File: config.mk
export PLATFORM = sky130hd
export DESIGN_NAME = hsv_to_rgb565
export DESIGN_NICKNAME = d
export VERILOG_FILES = /design/src/design/h2r_pkg.sv /design/src/design/h2r_cdiv.sv /design/src/design/hsv_to_rgb565.sv
export SDC_FILE = /design/constraint.sdc
export NUM_CORES = 1
export LEC_CHECK = 0
export BUFFER_PORTS_ARGS = -buffer_cell sky130_fd_sc_hd__buf_2
export CORE_UTILIZATION = 45
export CTS_BUF_LIST = sky130_fd_sc_hd__clkbuf_8
export CTS_CLUSTER_DIAMETER = 150
export DETAILED_ROUTE_END_ITERATION = 16
export SLEW_MARGIN = 20
export SYNTH_ARGS = -nofsm -noshare
export SYNTH_HDL_FRONTEND = slang
export SYNTH_SLANG_ARGS = --single-unit
File: constraint.sdc
create_clock -name clk -period 17.5 [get_ports clk]
set_input_delay 3.5 -clock clk [delete_from_list [all_inputs] [get_ports clk]]
set_output_delay 3.5 -clock clk [all_outputs]
set_load 0.03 [all_outputs]
File: src/design/h2r_pkg.sv
// h2r_pkg: shared types and constants for the hsv to rgb565 converter
// no dependencies; used by hsv_to_rgb565

package h2r_pkg;

    // 60-degree hue sector, named after the colour at its start
    typedef enum logic [2:0] {
        SEC_RED     = 3'd0,
        SEC_YELLOW  = 3'd1,
        SEC_GREEN   = 3'd2,
        SEC_CYAN    = 3'd3,
        SEC_BLUE    = 3'd4,
        SEC_MAGENTA = 3'd5
    } sector_t;

    // full scale of a unit fraction (1.0) on the saturation and value inputs
    localparam logic [8:0] UNIT_ONE = 9'd256;

    // largest 8-bit channel level
    localparam logic [8:0] CH_MAX = 9'd255;

endpackage

File: src/design/h2r_cdiv.sv
// h2r_cdiv: registered unsigned divide by a constant, done as a multiply by
// a rounded-up reciprocal; exact for every input of IN_W bits. no dependencies

module h2r_cdiv #(
    parameter int IN_W  = 16,
    parameter int DIV   = 15,
    parameter int OUT_W = 16
) (
    input  logic             clk,
    input  logic             en,
    input  logic [IN_W-1:0]  num,
    output logic [OUT_W-1:0] quot
);

    // reciprocal with enough guard bits for an exact floor over the input range
    localparam int              SHIFT  = IN_W + $clog2(DIV);
    localparam longint unsigned MULT   = ((64'd1 << SHIFT) + DIV - 1) / DIV;
    localparam int              MW     = $clog2(MULT + 1);
    localparam int              PW     = IN_W + MW;
    localparam logic [MW-1:0]   MULT_C = MW'(MULT);

    logic [PW-1:0]    prod;
    logic [OUT_W-1:0] quot_reg;
    logic [OUT_W-1:0] quot_next;

    // reciprocal multiply and scale
    always_comb
    begin
        prod      = PW'(num) * PW'(MULT_C);
        quot_next = OUT_W'(prod >> SHIFT);
    end

    // quotient register, loads with its pipeline stage
    always_ff @(posedge clk)
    begin
        if (en)
        begin
            quot_reg <= quot_next;
        end
    end

    assign quot = quot_reg;

endmodule

File: src/design/hsv_to_rgb565.sv
// hsv_to_rgb565: pipelined hsv to rgb888 / rgb565 colour converter
// depends on h2r_pkg and h2r_cdiv
//
// usage
//   input channel: hue (signed, 2^-HUE_FRAC_BITS degree units, any turn),
//   saturation and brightness (0..256 = 0..1.0, larger values read as 1.0),
//   with in_valid / in_ready. a transaction is one colour.
//   output channel: red8, green8, blue8 and packed565 with out_valid /
//   out_ready, one result transaction per input transaction, in order.
//   pipeline: 7 register stages (hue offset, sector divide and s*v
//   multiply, remainder and chroma, sector and weight, chroma*weight
//   multiply, divide by the sector span, channel scaling and packing).
//   throughput: one transaction per cycle while out_ready is high; each stage
//   owns a valid bit, and each multiply and divide lies within its stage.
//   stall: when out_ready is low, results hold in the output register and
//   earlier stages keep filling their empty slots; in_ready drops only once
//   every stage holds a colour. nothing is dropped or repeated.
//   reset: rst_n clears all valid bits, so the pipe starts empty; data
//   registers are not reset.

module hsv_to_rgb565 #(
    parameter int HUE_FRAC_BITS      = 4,
    parameter int INTERNAL_FRAC_BITS = 16
) (
    input  logic               clk,
    input  logic               rst_n,
    input  logic               in_valid,
    output logic               in_ready,
    input  logic signed [15:0] hue,
    input  logic        [8:0]  saturation,
    input  logic        [8:0]  brightness,
    output logic               out_valid,
    input  logic               out_ready,
    output logic        [7:0]  red8,
    output logic        [7:0]  green8,
    output logic        [7:0]  blue8,
    output logic        [15:0] packed565
);

    // hue geometry: span of one sector and of a full turn
    localparam int SPAN   = 60 << HUE_FRAC_BITS;
    localparam int TURN   = 360 << HUE_FRAC_BITS;
    // smallest whole number of turns that makes every hue non-negative
    localparam int OFF    = ((32768 + TURN - 1) / TURN) * TURN;
    localparam int UMAX   = OFF + 32767;
    localparam int UW     = $clog2(UMAX + 1);
    // span = 15 * 2^SH
    localparam int SH     = HUE_FRAC_BITS + 2;
    localparam int N1W    = UW - SH;
    localparam int QW     = $clog2(UMAX / SPAN + 1);
    localparam int RW     = SH + 4;
    localparam int KW     = SH + 4;
    // internal fixed point: chroma and levels are at most 1.0
    localparam int F      = INTERNAL_FRAC_BITS;
    localparam int CW     = F + 1;
    localparam int CKW    = CW + KW;
    localparam int XNW    = CKW - SH;

    // per-stage valid bits and load enables
    logic [7:1] vld_reg;
    logic [7:1] vld_next;
    logic [8:1] ld;

    // stage 1
    logic [UW-1:0]  u1_reg,   u1_next;
    logic [8:0]     sat1_reg, sat1_next;
    logic [8:0]     val1_reg, val1_next;
    logic signed [31:0] hue_sum;
    // stage 2
    logic [QW-1:0]  q2;
    logic [N1W-1:0] n2_reg;
    logic [SH-1:0]  lo2_reg;
    logic [16:0]    p2_reg,   p2_next;
    logic [8:0]     val2_reg;
    // stage 3
    logic [QW-1:0]  q3_reg;
    logic [QW-1:0]  q6_3;
    logic [RW-1:0]  rem3_reg, rem3_next;
    logic [CW-1:0]  c3_reg,   c3_next;
    logic [CW-1:0]  v3_reg,   v3_next;
    logic [N1W-1:0] q2_wide;
    logic [N1W-1:0] r15_wide;
    logic [16+F:0]  pf;
    // stage 4
    h2r_pkg::sector_t sec4_reg, sec4_next;
    logic [KW-1:0]  k4_reg,   k4_next;
    logic [CW-1:0]  c4_reg;
    logic [CW-1:0]  m4_reg,   m4_next;
    logic [QW-1:0]  q6x;
    // stage 5
    logic [CKW-1:0] ck5_reg,  ck5_next;
    h2r_pkg::sector_t sec5_reg;
    logic [CW-1:0]  c5_reg;
    logic [CW-1:0]  m5_reg;
    // stage 6
    logic [CW-1:0]  x6;
    h2r_pkg::sector_t sec6_reg;
    logic [CW-1:0]  c6_reg;
    logic [CW-1:0]  m6_reg;
    // stage 7 (output register)
    logic [7:0]     red_reg,   red_next;
    logic [7:0]     green_reg, green_next;
    logic [7:0]     blue_reg,  blue_next;
    logic [15:0]    pack_reg,  pack_next;
    logic [CW-1:0]  base [3];
    logic [CW-1:0]  lvl  [3];
    logic [CW+7:0]  scl  [3];
    logic [8:0]     chn  [3];
    logic [7:0]     ch8  [3];

    // a stage loads when it is empty or its content moves on
    always_comb
    begin
        ld[8] = out_ready;
        for (int i = 7; i >= 1; i--)
        begin
            ld[i] = ~vld_reg[i] | ld[i+1];
        end
        vld_next = vld_reg;
        if (ld[1])
        begin
            vld_next[1] = in_valid;
        end
        for (int i = 2; i <= 7; i++)
        begin
            if (ld[i])
            begin
                vld_next[i] = vld_reg[i-1];
            end
        end
    end

    always_ff @(posedge clk or negedge rst_n)
    begin
        if (!rst_n)
        begin
            vld_reg <= '0;
        end
        else
        begin
            vld_reg <= vld_next;
        end
    end

    assign in_ready  = ld[1];
    assign out_valid = vld_reg[7];

    // stage 1: make the hue non-negative, clamp the unit fractions
    always_comb
    begin
        hue_sum   = 32'(hue) + OFF;
        u1_next   = hue_sum[UW-1:0];
        sat1_next = (saturation > h2r_pkg::UNIT_ONE) ? h2r_pkg::UNIT_ONE : saturation;
        val1_next = (brightness > h2r_pkg::UNIT_ONE) ? h2r_pkg::UNIT_ONE : brightness;
    end

    // stage 2: hue / span via divide by 15 of the shifted hue, s*v product
    h2r_cdiv #(
        .IN_W  (N1W),
        .DIV   (15),
        .OUT_W (QW)
    ) u_div_sector (
        .clk  (clk),
        .en   (ld[2]),
        .num  (u1_reg[UW-1:SH]),
        .quot (q2)
    );

    assign p2_next = 17'(sat1_reg) * 17'(val1_reg);

    // stage 3: remainder within the sector, chroma and value in fixed point
    h2r_cdiv #(
        .IN_W  (QW),
        .DIV   (6),
        .OUT_W (QW)
    ) u_div_turn (
        .clk  (clk),
        .en   (ld[3]),
        .num  (q2),
        .quot (q6_3)
    );

    always_comb
    begin
        q2_wide   = N1W'(q2);
        r15_wide  = n2_reg - (q2_wide << 4) + q2_wide;
        rem3_next = {r15_wide[3:0], lo2_reg};
        pf        = {p2_reg, F'(0)};
        c3_next   = CW'(pf >> 16);
        v3_next   = CW'(val2_reg) << (F - 8);
    end

    // stage 4: sector within the turn, weight of the secondary term, offset
    always_comb
    begin
        q6x       = q3_reg - (q6_3 << 2) - (q6_3 << 1);
        sec4_next = h2r_pkg::sector_t'(q6x[2:0]);
        if (q6x[0])
        begin
            k4_next = KW'(SPAN) - KW'(rem3_reg);
        end
        else
        begin
            k4_next = KW'(rem3_reg);
        end
        m4_next = v3_reg - c3_reg;
    end

    // stage 5: chroma times weight
    assign ck5_next = CKW'(c4_reg) * CKW'(k4_reg);

    // stage 6: divide by the sector span (shift, then divide by 15)
    h2r_cdiv #(
        .IN_W  (XNW),
        .DIV   (15),
        .OUT_W (CW)
    ) u_div_span (
        .clk  (clk),
        .en   (ld[6]),
        .num  (ck5_reg[CKW-1:SH]),
        .quot (x6)
    );

    // stage 7: channel order by sector, scale by 255, saturate, pack
    always_comb
    begin
        unique case (sec6_reg)
            h2r_pkg::SEC_RED:
            begin
                base[0] = c6_reg; base[1] = x6;     base[2] = '0;
            end
            h2r_pkg::SEC_YELLOW:
            begin
                base[0] = x6;     base[1] = c6_reg; base[2] = '0;
            end
            h2r_pkg::SEC_GREEN:
            begin
                base[0] = '0;     base[1] = c6_reg; base[2] = x6;
            end
            h2r_pkg::SEC_CYAN:
            begin
                base[0] = '0;     base[1] = x6;     base[2] = c6_reg;
            end
            h2r_pkg::SEC_BLUE:
            begin
                base[0] = x6;     base[1] = '0;     base[2] = c6_reg;
            end
            default:
            begin
                base[0] = c6_reg; base[1] = '0;     base[2] = x6;
            end
        endcase
        for (int i = 0; i < 3; i++)
        begin
            lvl[i] = base[i] + m6_reg;
            scl[i] = ((CW+8)'(lvl[i]) << 8) - (CW+8)'(lvl[i]);
            chn[i] = 9'(scl[i] >> F);
            ch8[i] = (chn[i] > h2r_pkg::CH_MAX) ? 8'hFF : chn[i][7:0];
        end
        red_next   = ch8[0];
        green_next = ch8[1];
        blue_next  = ch8[2];
        pack_next  = {ch8[0][7:3], ch8[1][7:2], ch8[2][7:3]};
    end

    // pipeline data registers, each stage loads with its enable
    always_ff @(posedge clk)
    begin
        if (ld[1])
        begin
            u1_reg   <= u1_next;
            sat1_reg <= sat1_next;
            val1_reg <= val1_next;
        end
        if (ld[2])
        begin
            n2_reg   <= u1_reg[UW-1:SH];
            lo2_reg  <= u1_reg[SH-1:0];
            p2_reg   <= p2_next;
            val2_reg <= val1_reg;
        end
        if (ld[3])
        begin
            q3_reg   <= q2;
            rem3_reg <= rem3_next;
            c3_reg   <= c3_next;
            v3_reg   <= v3_next;
        end
        if (ld[4])
        begin
            sec4_reg <= sec4_next;
            k4_reg   <= k4_next;
            c4_reg   <= c3_reg;
            m4_reg   <= m4_next;
        end
        if (ld[5])
        begin
            ck5_reg  <= ck5_next;
            sec5_reg <= sec4_reg;
            c5_reg   <= c4_reg;
            m5_reg   <= m4_reg;
        end
        if (ld[6])
        begin
            sec6_reg <= sec5_reg;
            c6_reg   <= c5_reg;
            m6_reg   <= m5_reg;
        end
        if (ld[7])
        begin
            red_reg   <= red_next;
            green_reg <= green_next;
            blue_reg  <= blue_next;
            pack_reg  <= pack_next;
        end
    end

    assign red8      = red_reg;
    assign green8    = green_reg;
    assign blue8     = blue_reg;
    assign packed565 = pack_reg;

endmodule
==> results of run 1 <==
## cell type report
type                    count  share of cell area (%)
inverters                 386                    4.72
well taps                 837                    3.41
multi-input cells        1819                    57.3
repair buffers             87                    1.48
flip-flops and latches    306                    29.8
clock inverters            42                   0.901
clock buffers              53                    2.38
diodes                      1                 0.00816
## per-layer routing
| metal | vias to the layer above | part of all wire [%] | track usage (%) |
|---|---|---|---|
| met3 | 95 | 4.1 | 2.59 |
| met4 | 0 | 3.0 | 6.85 |
| met2 | 353 | 49 | 32.8 |
| li1 | 9018 | - | - |
| met5 | - | 0 | 0 |
| met1 | 8994 | 44 | 24.2 |
## cell usage in the layout (no fill, tap or decap), types with 36 or more instances in the layout
cell type	count
clkbuf_8	53
buf_2	79
xor2_1	58
a21o_1	40
a21oi_1	70
and2_1	122
edfxtp_1	299
inv_1	398
fa_1	248
nor2b_1	37
nor2_1	83
nor3_1	36
a22o_1	48
ha_1	426
xnor2_1	84
nand2_1	191
o21ai_0	54
## cells in the mapped netlist, types with 5 or more instances
library cell / instances / area, sq um
ha_1: 426 / 5330
inv_1: 386 / 1450
edfxtp_1: 299 / 8980
fa_1: 248 / 4960
nand2_1: 193 / 724
and2_1: 122 / 763
xnor2_1: 84 / 736
nor2_1: 83 / 312
a21oi_1: 70 / 350
xor2_1: 58 / 508
clkbuf_1: 54 / 203
o21ai_0: 54 / 270
a22o_1: 48 / 420
a21o_1: 40 / 300
nor2b_1: 38 / 238
nor3_1: 36 / 180
nand3_1: 30 / 150
o21a_1: 26 / 195
nand2b_1: 21 / 131
buf_4: 18 / 135
o211ai_1: 17 / 128
and3_1: 16 / 100
nand4_1: 16 / 100
a211oi_1: 15 / 113
o21bai_1: 15 / 113
a31oi_1: 10 / 62.6
or2_2: 10 / 62.6
or3_1: 9 / 56.3
a211o_1: 7 / 61.3
dfrtp_1: 7 / 175
o31ai_1: 7 / 52.6
a31o_2: 6 / 52.6
nor4_1: 6 / 37.5
o211a_1: 6 / 60.1
nor4b_1: 5 / 43.8
## worst register-to-register path: stages (launching register included)
cell and delay [ns]:
edfxtp_1 0.48, ha_1 0.38, fa_1 0.54, inv_1 0.05, fa_1 0.47, fa_1 0.55, inv_1 0.05, fa_1 0.45
ha_1 0.31, ha_1 0.35, a21oi_1 0.15, o21ai_0 0.11, a31oi_1 0.28, o211ai_1 0.15, o21a_1 0.24, o41ai_1 0.67
a21oi_1 0.31, a211o_1 0.36, a21oi_1 0.21, xnor2_1 0.09
## worst max path at each step
stage	start	to	slack [ns]
finish	out_ready	in_ready	8.52
global placement	out_ready	in_ready	8.50
global route	out_ready	in_ready	8.26
floorplan	out_ready	in_ready	6.90
detailed placement	out_ready	in_ready	8.54
CTS	out_ready	in_ready	8.53
## logic make-up (layout without fill, tap and decap cells)
| logic type | after synthesis | in the layout | synth area share [%] |
|---|---|---|---|
| AO/OA/AOI/OAI | 381 | 381 | 9.68 |
| adder cells (fa/ha/maj) | 676 | 676 | 36.2 |
| AND/OR/NAND/NOR | 617 | 617 | 11.1 |
| multiplexers | 1 | 1 | 0.0395 |
| flip-flops | 306 | 306 | 32.1 |
| buffers and inverters | 461 | 568 | 6.33 |
| XOR/XNOR | 144 | 144 | 4.50 |
| other | 0 | 1 | 0 |
## metrics by stage
step	hold slack [ns]	utilization (%)	setup slack (ns)	std cells	area [sq um]
after floorplan	0.400	-	6.90	2586	28500
after global placement	0.402	47.7	8.50	3435	29700
after detailed placement	0.405	47.7	8.54	3435	29700
after CTS	0.393	49.3	8.53	3530	30700
after global routing	0.399	49.4	8.26	3531	30700
final	0.395	49.4	8.52	3531	30700
==> flow_metrics.tcl, run 1 <==
set metrics [dict create \
    dieWidth_um 254 \
    globalplace.congestion 0.877 \
    cts_setup_buffers 0 \
    r2r_setup_slack_ns 11.07 \
    critPathBufInv 4 \
    tritoncts "built" \
    yosysWarnings 0 \
    syn_area_per_cell_sq_um 11.0 \
    die_area_sq_mm 0.0643 \
    crit_path_top_delay_cell "nor2_1" \
    ctsResizeCount 0 \
    seqCellArea_sq_mm 0.00915 \
    clk_pin_slew_worst_paths_ns 0.06 \
    cpPeakStageDelay_ns 0.44 \
    cts-root-buf "clkbuf_8" \
    r2r_start "ck5_reg[13]$_DFFE_PP_" \
    grt_use_total_pct 19.0 \
    hold_path.class "register to register" \
    largest_register_ffs 21 \
    hold_start "sec5_reg[1]$_DFFE_PP_" \
    grt_pass1_vias 19544 \
    nFillCells 5632 \
    crit_chain "buf_2, nor2b_1, nand3_2, buf_4, nor2_1, nand4_1, buf_4, buf_2" \
    final_net_count 3364 \
    slew_violations 0 \
    grt_pass1_wl_mm 97.6 \
    rsz0062_at_grt "false" \
    ff2ff_path_depth 19 \
    fmaxAchievable_mhz 111 \
    clkLatencyLatePin_ns 0.65 \
    worst_pin_slew_ns 0.993 \
    chipHeight_um 254 \
    vias_per_cell 5.23 \
    synth-main-ff-cell "edfxtp_1" \
    ant_nets 0 \
    post-route-period-util_pct 51.3 \
    path_class "input port to output port" \
    antenna_found_initial 2 \
    multi_input_area_sq_mm 0.0176 \
    clkSinkCount 306 \
    yosysUniqueCellTypes 91 \
    hold_path_end "sec6_reg[1]$_DFFE_PP_" \
    htree_levels 2 \
    grt_overflow 0 \
    cp-end-kind "output port" \
    required_ns 14.00 \
    cp-start-kind "input port" \
    slew_headroom_pct 33.7 \
    cts_hold_buf 0 \
    io_buffers 79 \
    cp_top_family "simple AND/OR/NAND/NOR gates" \
    yosysSeqAreaShare_pct 32.1 \
    synth_edf_count 299 \
    grt_max_degree 60 \
    syn_to_final_growth_pct 7.66 \
    drt-total-wl_mm 58.3 \
    synth_area_sq_mm 0.0285 \
    first_pass_iters 5 \
    fp-row-count 91 \
    drtIter0Drc 747 \
    initial_utilization_pct 45.8 \
    synth-seq-cells 306 \
    wl_per_cell_um 16.5 \
    critPathMaxFanout 59 \
    crit_cells 8 \
    setup_violations 0 \
    hold_path_depth 0 \
    async_flop_share_pct 2.29 \
    numCtsBuffers 52 \
    status "finished clean" \
    synth_fp_nets 3298 \
    finalCriticalPeriod_ns 8.98 \
    routed-via-count 18460 \
    num_io_pins 80 \
    max_cap_violations 0 \
    finClkSkew_ns 0.0435 \
    cp.arrival_ns 5.48 \
    dp_hpwl_mm 47.1 \
    tns_ns 0 \
    worst_r2r_endpoint "u_div_span.quot[16]$_DFFE_PP_" \
    drc 0 \
    final_hold_viol_count 0 \
    cts_max_path_buffers 3 \
    netlist_instances 2586 \
    drive_gt1_share_pct 7.43 \
    coreArea_sq_mm 0.0622 \
]
Power of run 1 is not shown: default switching activity piles up to over one toggle a cycle in this logic, so the estimate is an artifact.
==> inputs of run 2 (changes only) <==
- clock period: 17.5 -> 7.92 ns (I/O delays scaled with it)
==> run 2 against run 1 <==
  * Via count fell by 0.50%
  * Die area did not move
  * Hold slack improved by 0.0029 ns
  * Critical endpoint is now red8[3]$_SDFFCE_PN1P_
  * Critical path depth rose by 13
  * Global-route usage rose by 0.22 points
  * Clock-buffer cell count did not move
  * Final area barely moved
  * Core utilization barely moved
  * Largest cell class unchanged
  * First-iteration DRC count rose by 35%
  * Cell count barely moved
  * Register-to-register slack got worse by 9.5 ns
==> flow_metrics.tcl, run 2 (synthesis gave the netlist of run 1 again) <==
set metrics [dict create \
    finClkSkew_ns 0.0356 \
    fmaxAchievable_mhz 157 \
    slew_violations 0 \
    met3_usage_pct 2.67 \
    layout_commonest_cell "ha_1" \
    die_area_sq_mm 0.0643 \
    grt_busiest_layer "met2" \
    crit_path_top_delay_cell "or4b_2" \
    vias_per_cell 5.20 \
    cpPeakStageDelay_ns 0.67 \
    numCtsBuffers 53 \
    dieWidth_um 254 \
    cp_top_family "compound AO/OA/AOI/OAI gates" \
    grt_overflow 0 \
    grtUsageMet2_pct 33.2 \
    chipHeight_um 254 \
    final_net_count 3365 \
    drive_gt1_share_pct 7.57 \
    grt_pass1_vias 19192 \
    wl_per_cell_um 16.8 \
    worst_r2r_endpoint "red8[3]$_SDFFCE_PN1P_" \
    met1_usage_pct 24.8 \
    coreArea_sq_mm 0.0622 \
    worst_pin_slew_ns 1.04 \
    hold_start "m4_reg[15]$_DFFE_PP_" \
    status "finished clean" \
    grt_pass1_wl_mm 98.1 \
    seqCellArea_sq_mm 0.00915 \
    grt_max_degree 60 \
    ant_nets 0 \
    first_pass_iters 5 \
    cts_setup_buffers 0 \
    routed-via-count 18367 \
    crit_chain "nor2_1, xor2_1, buf_4, a22o_1, ha_1, a21o_1, a21o_1, a211oi_1, o21ai_0, a21o_1, a211o_1, nand2_1, ha_1, or4bb_1, or4_1, or4b_2, o211ai_1, a221oi_1, nand4_1, xnor2_1, nand2_1" \
    r2r_setup_slack_ns 1.55 \
    hold_path_depth 0 \
    fp-row-count 91 \
    final_cell_mix "ha_1 (426), inv_1 (400), edfxtp_1 (299), fa_1 (248), nand2_1 (191)" \
    cts_hold_buf 0 \
    post-route-period-util_pct 80.4 \
    fin_util_pct 49.4 \
    largest_register_ffs 21 \
    tritoncts "built" \
    cts-root-buf "clkbuf_8" \
    io_buffers 79 \
    clk_pin_slew_worst_paths_ns 0.06 \
    dpl.cell_count 3435 \
    cts_max_path_buffers 3 \
    slew_headroom_pct 29.1 \
    path_common_cell "a21o_1" \
    final_hold_viol_count 0 \
    hold_path_end "m5_reg[15]$_DFFE_PP_" \
    hold_path.class "register to register" \
    r2r_start "sec6_reg[0]$_DFFE_PP_" \
    multi_input_area_sq_mm 0.0176 \
    max_cap_violations 0 \
    setup_violations 0 \
    drt-total-wl_mm 59.4 \
    rsz0062_at_grt "false" \
    num_io_pins 80 \
    htree_levels 2 \
    critPathMaxFanout 17 \
    grt_use_total_pct 19.2 \
    syn_to_final_growth_pct 7.71 \
    cp-end-kind "register" \
    placed_cell_area_sq_mm 0.0297 \
    final_cells 3532 \
    drc 0 \
    tns_ns 0 \
    nFillCells 5668 \
    clkSinkCount 306 \
    ff2ff_path_depth 21 \
    ctsResizeCount 0 \
    initial_utilization_pct 45.8 \
    cp.arrival_ns 6.72 \
    critPathBufInv 1 \
    antenna_found_initial 1 \
    drtIter0Drc 1005 \
    finalCriticalPeriod_ns 6.37 \
    path_class "register to register" \
    required_ns 8.27 \
    clkLatencyLatePin_ns 0.64 \
    final_area_sq_mm 0.0307 \
    cp-start-kind "register" \
    dp_hpwl_mm 47.9 \
    globalplace.congestion 0.887 \
]
[run 2: cell count changes in the layout (fill, tap and decap cells not counted), sizes merged]
| cell | before | now |
|---|---|---|
| clkinvlp | 1 | 3 |
| clkinv | 25 | 21 |
| inv | 399 | 402 |
[run 2: cell type report]
cell class                      instances  area share (%)
Inverter                              386            4.72
Multi-Input combinational cell       1819            57.2
Timing Repair Buffer                   87            1.48
Clock buffer                           53            2.38
Clock inverter                         43           0.958
Sequential cell                       306            29.8
Antenna cell                            1         0.00815
Tap cell                              837            3.41
[run 2: how the worst max path moves through the flow]
stage | start | end | slack (ns) | cells past startpoint
floorplan | out_ready | in_ready | 1.16 | 4
global placement | ck5_reg[13]$_DFFE_PP_ | u_div_span.quot[16]$_DFFE_PP_ | 1.62 | 19
detailed placement | ck5_reg[13]$_DFFE_PP_ | u_div_span.quot[16]$_DFFE_PP_ | 1.49 | 20
CTS | ck5_reg[13]$_DFFE_PP_ | u_div_span.quot[16]$_DFFE_PP_ | 1.52 | 20
global route | ck5_reg[25]$_DFFE_PP_ | u_div_span.quot[16]$_DFFE_PP_ | 1.12 | 23
finish | sec6_reg[0]$_DFFE_PP_ | red8[3]$_SDFFCE_PN1P_ | 1.55 | 21
[run 2: metrics by stage]
step                hold slack [ns]  setup slack, ns
global placement              0.401             1.62
floorplan                     0.400             1.16
detailed placement            0.405             1.49
CTS                           0.409             1.52
global route                  0.399             1.12
finish                        0.398             1.55
[run 2: per-layer routing]
metal / wire (um) / share of wire [%]
met1: 26500 / 45
met2: 28800 / 49
met3: 2490 / 4.2
met4: 1580 / 2.7
met5: 0 / 0
Power of run 2 is left out for the same reason.
==> inputs of run 3 (changes only) <==
- ABC_AREA: not set -> 1
- clock period: 7.92 -> 5.2 ns (I/O delays scaled with it)
==> run 3 against run 2 <==
  * Synthesized cell count is 33% higher
  * Critical endpoint is now ck5_reg[25]$_DFFE_PP_
  * Final area grew 11%
  * Hold slack got worse by 0.17 ns
  * Setup slack worse by 1.4 ns
  * Highest routed layer unchanged
  * Clock-buffer cell count is 1 lower
  * Flip-flop and latch count is the same
  * Non-clock buffer count is 93 higher
==> flow_metrics.tcl, run 3 <==
set metrics [dict create \
    status "finished clean" \
    cp-start-kind "register" \
    synth-main-ff-cell "edfxtp_1" \
    netlist_instances 3446 \
    synth_largest_type_area_fraction_pct 29.0 \
    nFillCells 6375 \
    drtIter0Drc 1257 \
    final_hold_viol_count 0 \
    grt_pass1_vias 22314 \
    yosysUniqueCellTypes 57 \
    max_cap_violations 0 \
    syn_area_per_cell_sq_um 8.98 \
    grt_pass1_wl_mm 113 \
    drc 0 \
    drt-total-wl_mm 68.4 \
    final_net_count 4310 \
    synthTopCellsByArea "edfxtp_1 (29%), ha_1 (17%), fa_1 (16%)" \
    dpl.cell_count 4386 \
    syn_to_final_growth_pct 10.2 \
    wl_met1_mm 31.3 \
    async_flop_share_pct 2.29 \
    synth-seq-cells 306 \
    clkSinkCount 306 \
    final_cells 4508 \
    yosysWarnings 0 \
    cts_max_path_buffers 3 \
    synthAdderAreaFrac_pct 33.3 \
    numCtsBuffers 52 \
    largest_register_ffs 21 \
    fin_util_pct 50.4 \
    ant_nets 0 \
    globalplace.congestion 0.925 \
    clkLatencyLatePin_ns 0.66 \
    synth_fp_nets 4158 \
    grt_use_total_pct 20.0 \
    tritoncts "built" \
    synth_top_cell_by_area "edfxtp_1" \
    synth_top_family_by_area "adder cells" \
    synth_edf_count 299 \
    wl_met2_mm 32.9 \
    pre_cts_slack_ns 0.00701 \
    slew_violations 0 \
    finClkSkew_ns 0.0550 \
    worst_slack_ns 0.186 \
    finalCriticalPeriod_ns 5.01 \
    post-route-period-util_pct 96.4 \
    synth_xor_area_share_pct 4.20 \
    slew_headroom_pct 49.5 \
    dp_hpwl_mm 56.8 \
    critPathMaxFanout 5 \
    grt_max_degree 59 \
    setup_violations 0 \
    layout_commonest_cell "inv_1" \
    worst_pin_slew_ns 0.757 \
    final_cell_mix "inv_1 (739), nand2_1 (664), ha_1 (412), edfxtp_1 (299), fa_1 (248)" \
    initial_utilization_pct 45.7 \
    first_pass_iters 5 \
    chipHeight_um 264 \
    path_class "register to register" \
    synthMuxAreaShare_pct 0 \
    fp-row-count 95 \
    grt_overflow 0 \
    synth-compound-area-share_pct 6.92 \
    vias_per_cell 4.98 \
    num_io_pins 80 \
    htree_levels 2 \
    antenna_found_initial 1 \
    routed-wl-met3_mm 2.68 \
    synthSimpleGateAreaFrac_pct 15.8 \
    rsz0062_at_grt "true" \
    required_ns 5.56 \
    cts-root-buf "clkbuf_8" \
    io_buffers 79 \
    die_area_sq_mm 0.0698 \
    dieWidth_um 264 \
    yosysSeqAreaShare_pct 29.6 \
    routed-via-count 22462 \
    routed.top_layer "met4" \
    clk_pin_slew_worst_paths_ns 0.06 \
    synth_area_sq_mm 0.0309 \
    fmaxAchievable_mhz 199 \
    coreArea_sq_mm 0.0676 \
    drive_gt1_share_pct 10.3 \
    tns_ns 0 \
    yosysMostFrequentCell "inv_1" \
    cp-end-kind "register" \
    cp.arrival_ns 5.38 \
    hold_path.class "input port to async pin" \
    wl_per_cell_um 15.2 \
    synth_commonest_cells "inv_1 (731), nand2_1 (667), ha_1 (426)" \
]
run 3: changes by cell type after synthesis, moves of 46 or more:
cell,before,now
nand2_1,193,667
nor2_1,83,186
and2_1,122,4
xnor2_1,84,38
inv_1,386,731
nand3_1,30,106
a22o_1,48,0
a21oi_1,70,159
run 3: metal layers:
| metal | global-route usage, % | vias to the layer above |
|---|---|---|
| met5 | 0 | - |
| met4 | 5.77 | 0 |
| met3 | 2.22 | 95 |
| met2 | 33.9 | 457 |
| met1 | 27.0 | 10545 |
| li1 | - | 11365 |
run 3: final cells by class:
cell class | instances | area, sq um | area share [%]
multi-input combinational | 2314 | 18900 | 55.4
sequential | 306 | 9150 | 26.8
inverter | 744 | 2810 | 8.24
antenna | 1 | 2.50 | 0.00734
tap | 873 | 1090 | 3.20
clock buffer | 52 | 716 | 2.10
timing repair buffer | 180 | 1150 | 3.39
clock inverter | 38 | 272 | 0.796
run 3: worst max-delay path: stages (launching register included):
cell      delay, ns
edfxtp_1       0.41
buf_4          0.18
nand2_1        0.07
inv_1          0.05
fa_1           0.58
fa_1           0.46
fa_1           0.54
inv_1          0.05
fa_1           0.47
inv_1          0.04
fa_1           0.47
ha_4           0.31
nand2_1        0.11
nor2_2         0.14
o21ai_0        0.10
o211ai_1       0.11
a31oi_2        0.07
o21ai_1        0.18
buf_4          0.15
nand2_1        0.06
a21oi_2        0.14
xor2_1         0.07
run 3: per-stage QoR:
stage | hold WS, ns | instance area [sq um]
2_1_floorplan | 0.400 | 31000
3_3_place_gp | 0.401 | 32700
3_5_place_dp | 0.405 | 32700
4_1_cts | 0.173 | 33600
5_1_grt | 0.189 | 34100
6_report | 0.228 | 34100
run 3: logic make-up after synthesis:
family          Yosys count
compound gates          375
xor+xnor                144
fa+ha+maj               674
flops                   306
simple gates           1121
buf+inv                 826
run 3: final timing paths:
kind	from	to	slack, ns	depth (start not counted)
hold reg to reg	m5_reg[8]$_DFFE_PP_	m6_reg[8]$_DFFE_PP_	0.38	0
hold / removal	rst_n	vld_reg[3]$_DFFE_PN0P_	0.23	1
min in group clk	m5_reg[8]$_DFFE_PP_	m6_reg[8]$_DFFE_PP_	0.38	0
setup reg to reg	c4_reg[8]$_DFFE_PP_	ck5_reg[25]$_DFFE_PP_	0.19	21
max in group asynchronous	rst_n	vld_reg[2]$_DFFE_PN0P_	4.77	1
setup / recovery	c4_reg[8]$_DFFE_PP_	ck5_reg[25]$_DFFE_PP_	0.19	21
run 3: what timing repair did:
item | in CTS | in global routing
resized for setup | 0 | 38
setup endpoints to repair | 0 | 21
buffers inserted | 0 | 31
endpoints found under the hold margin | 0 | 0
hold buffers | 0 | 0
Power of run 3 is left out for the same reason.
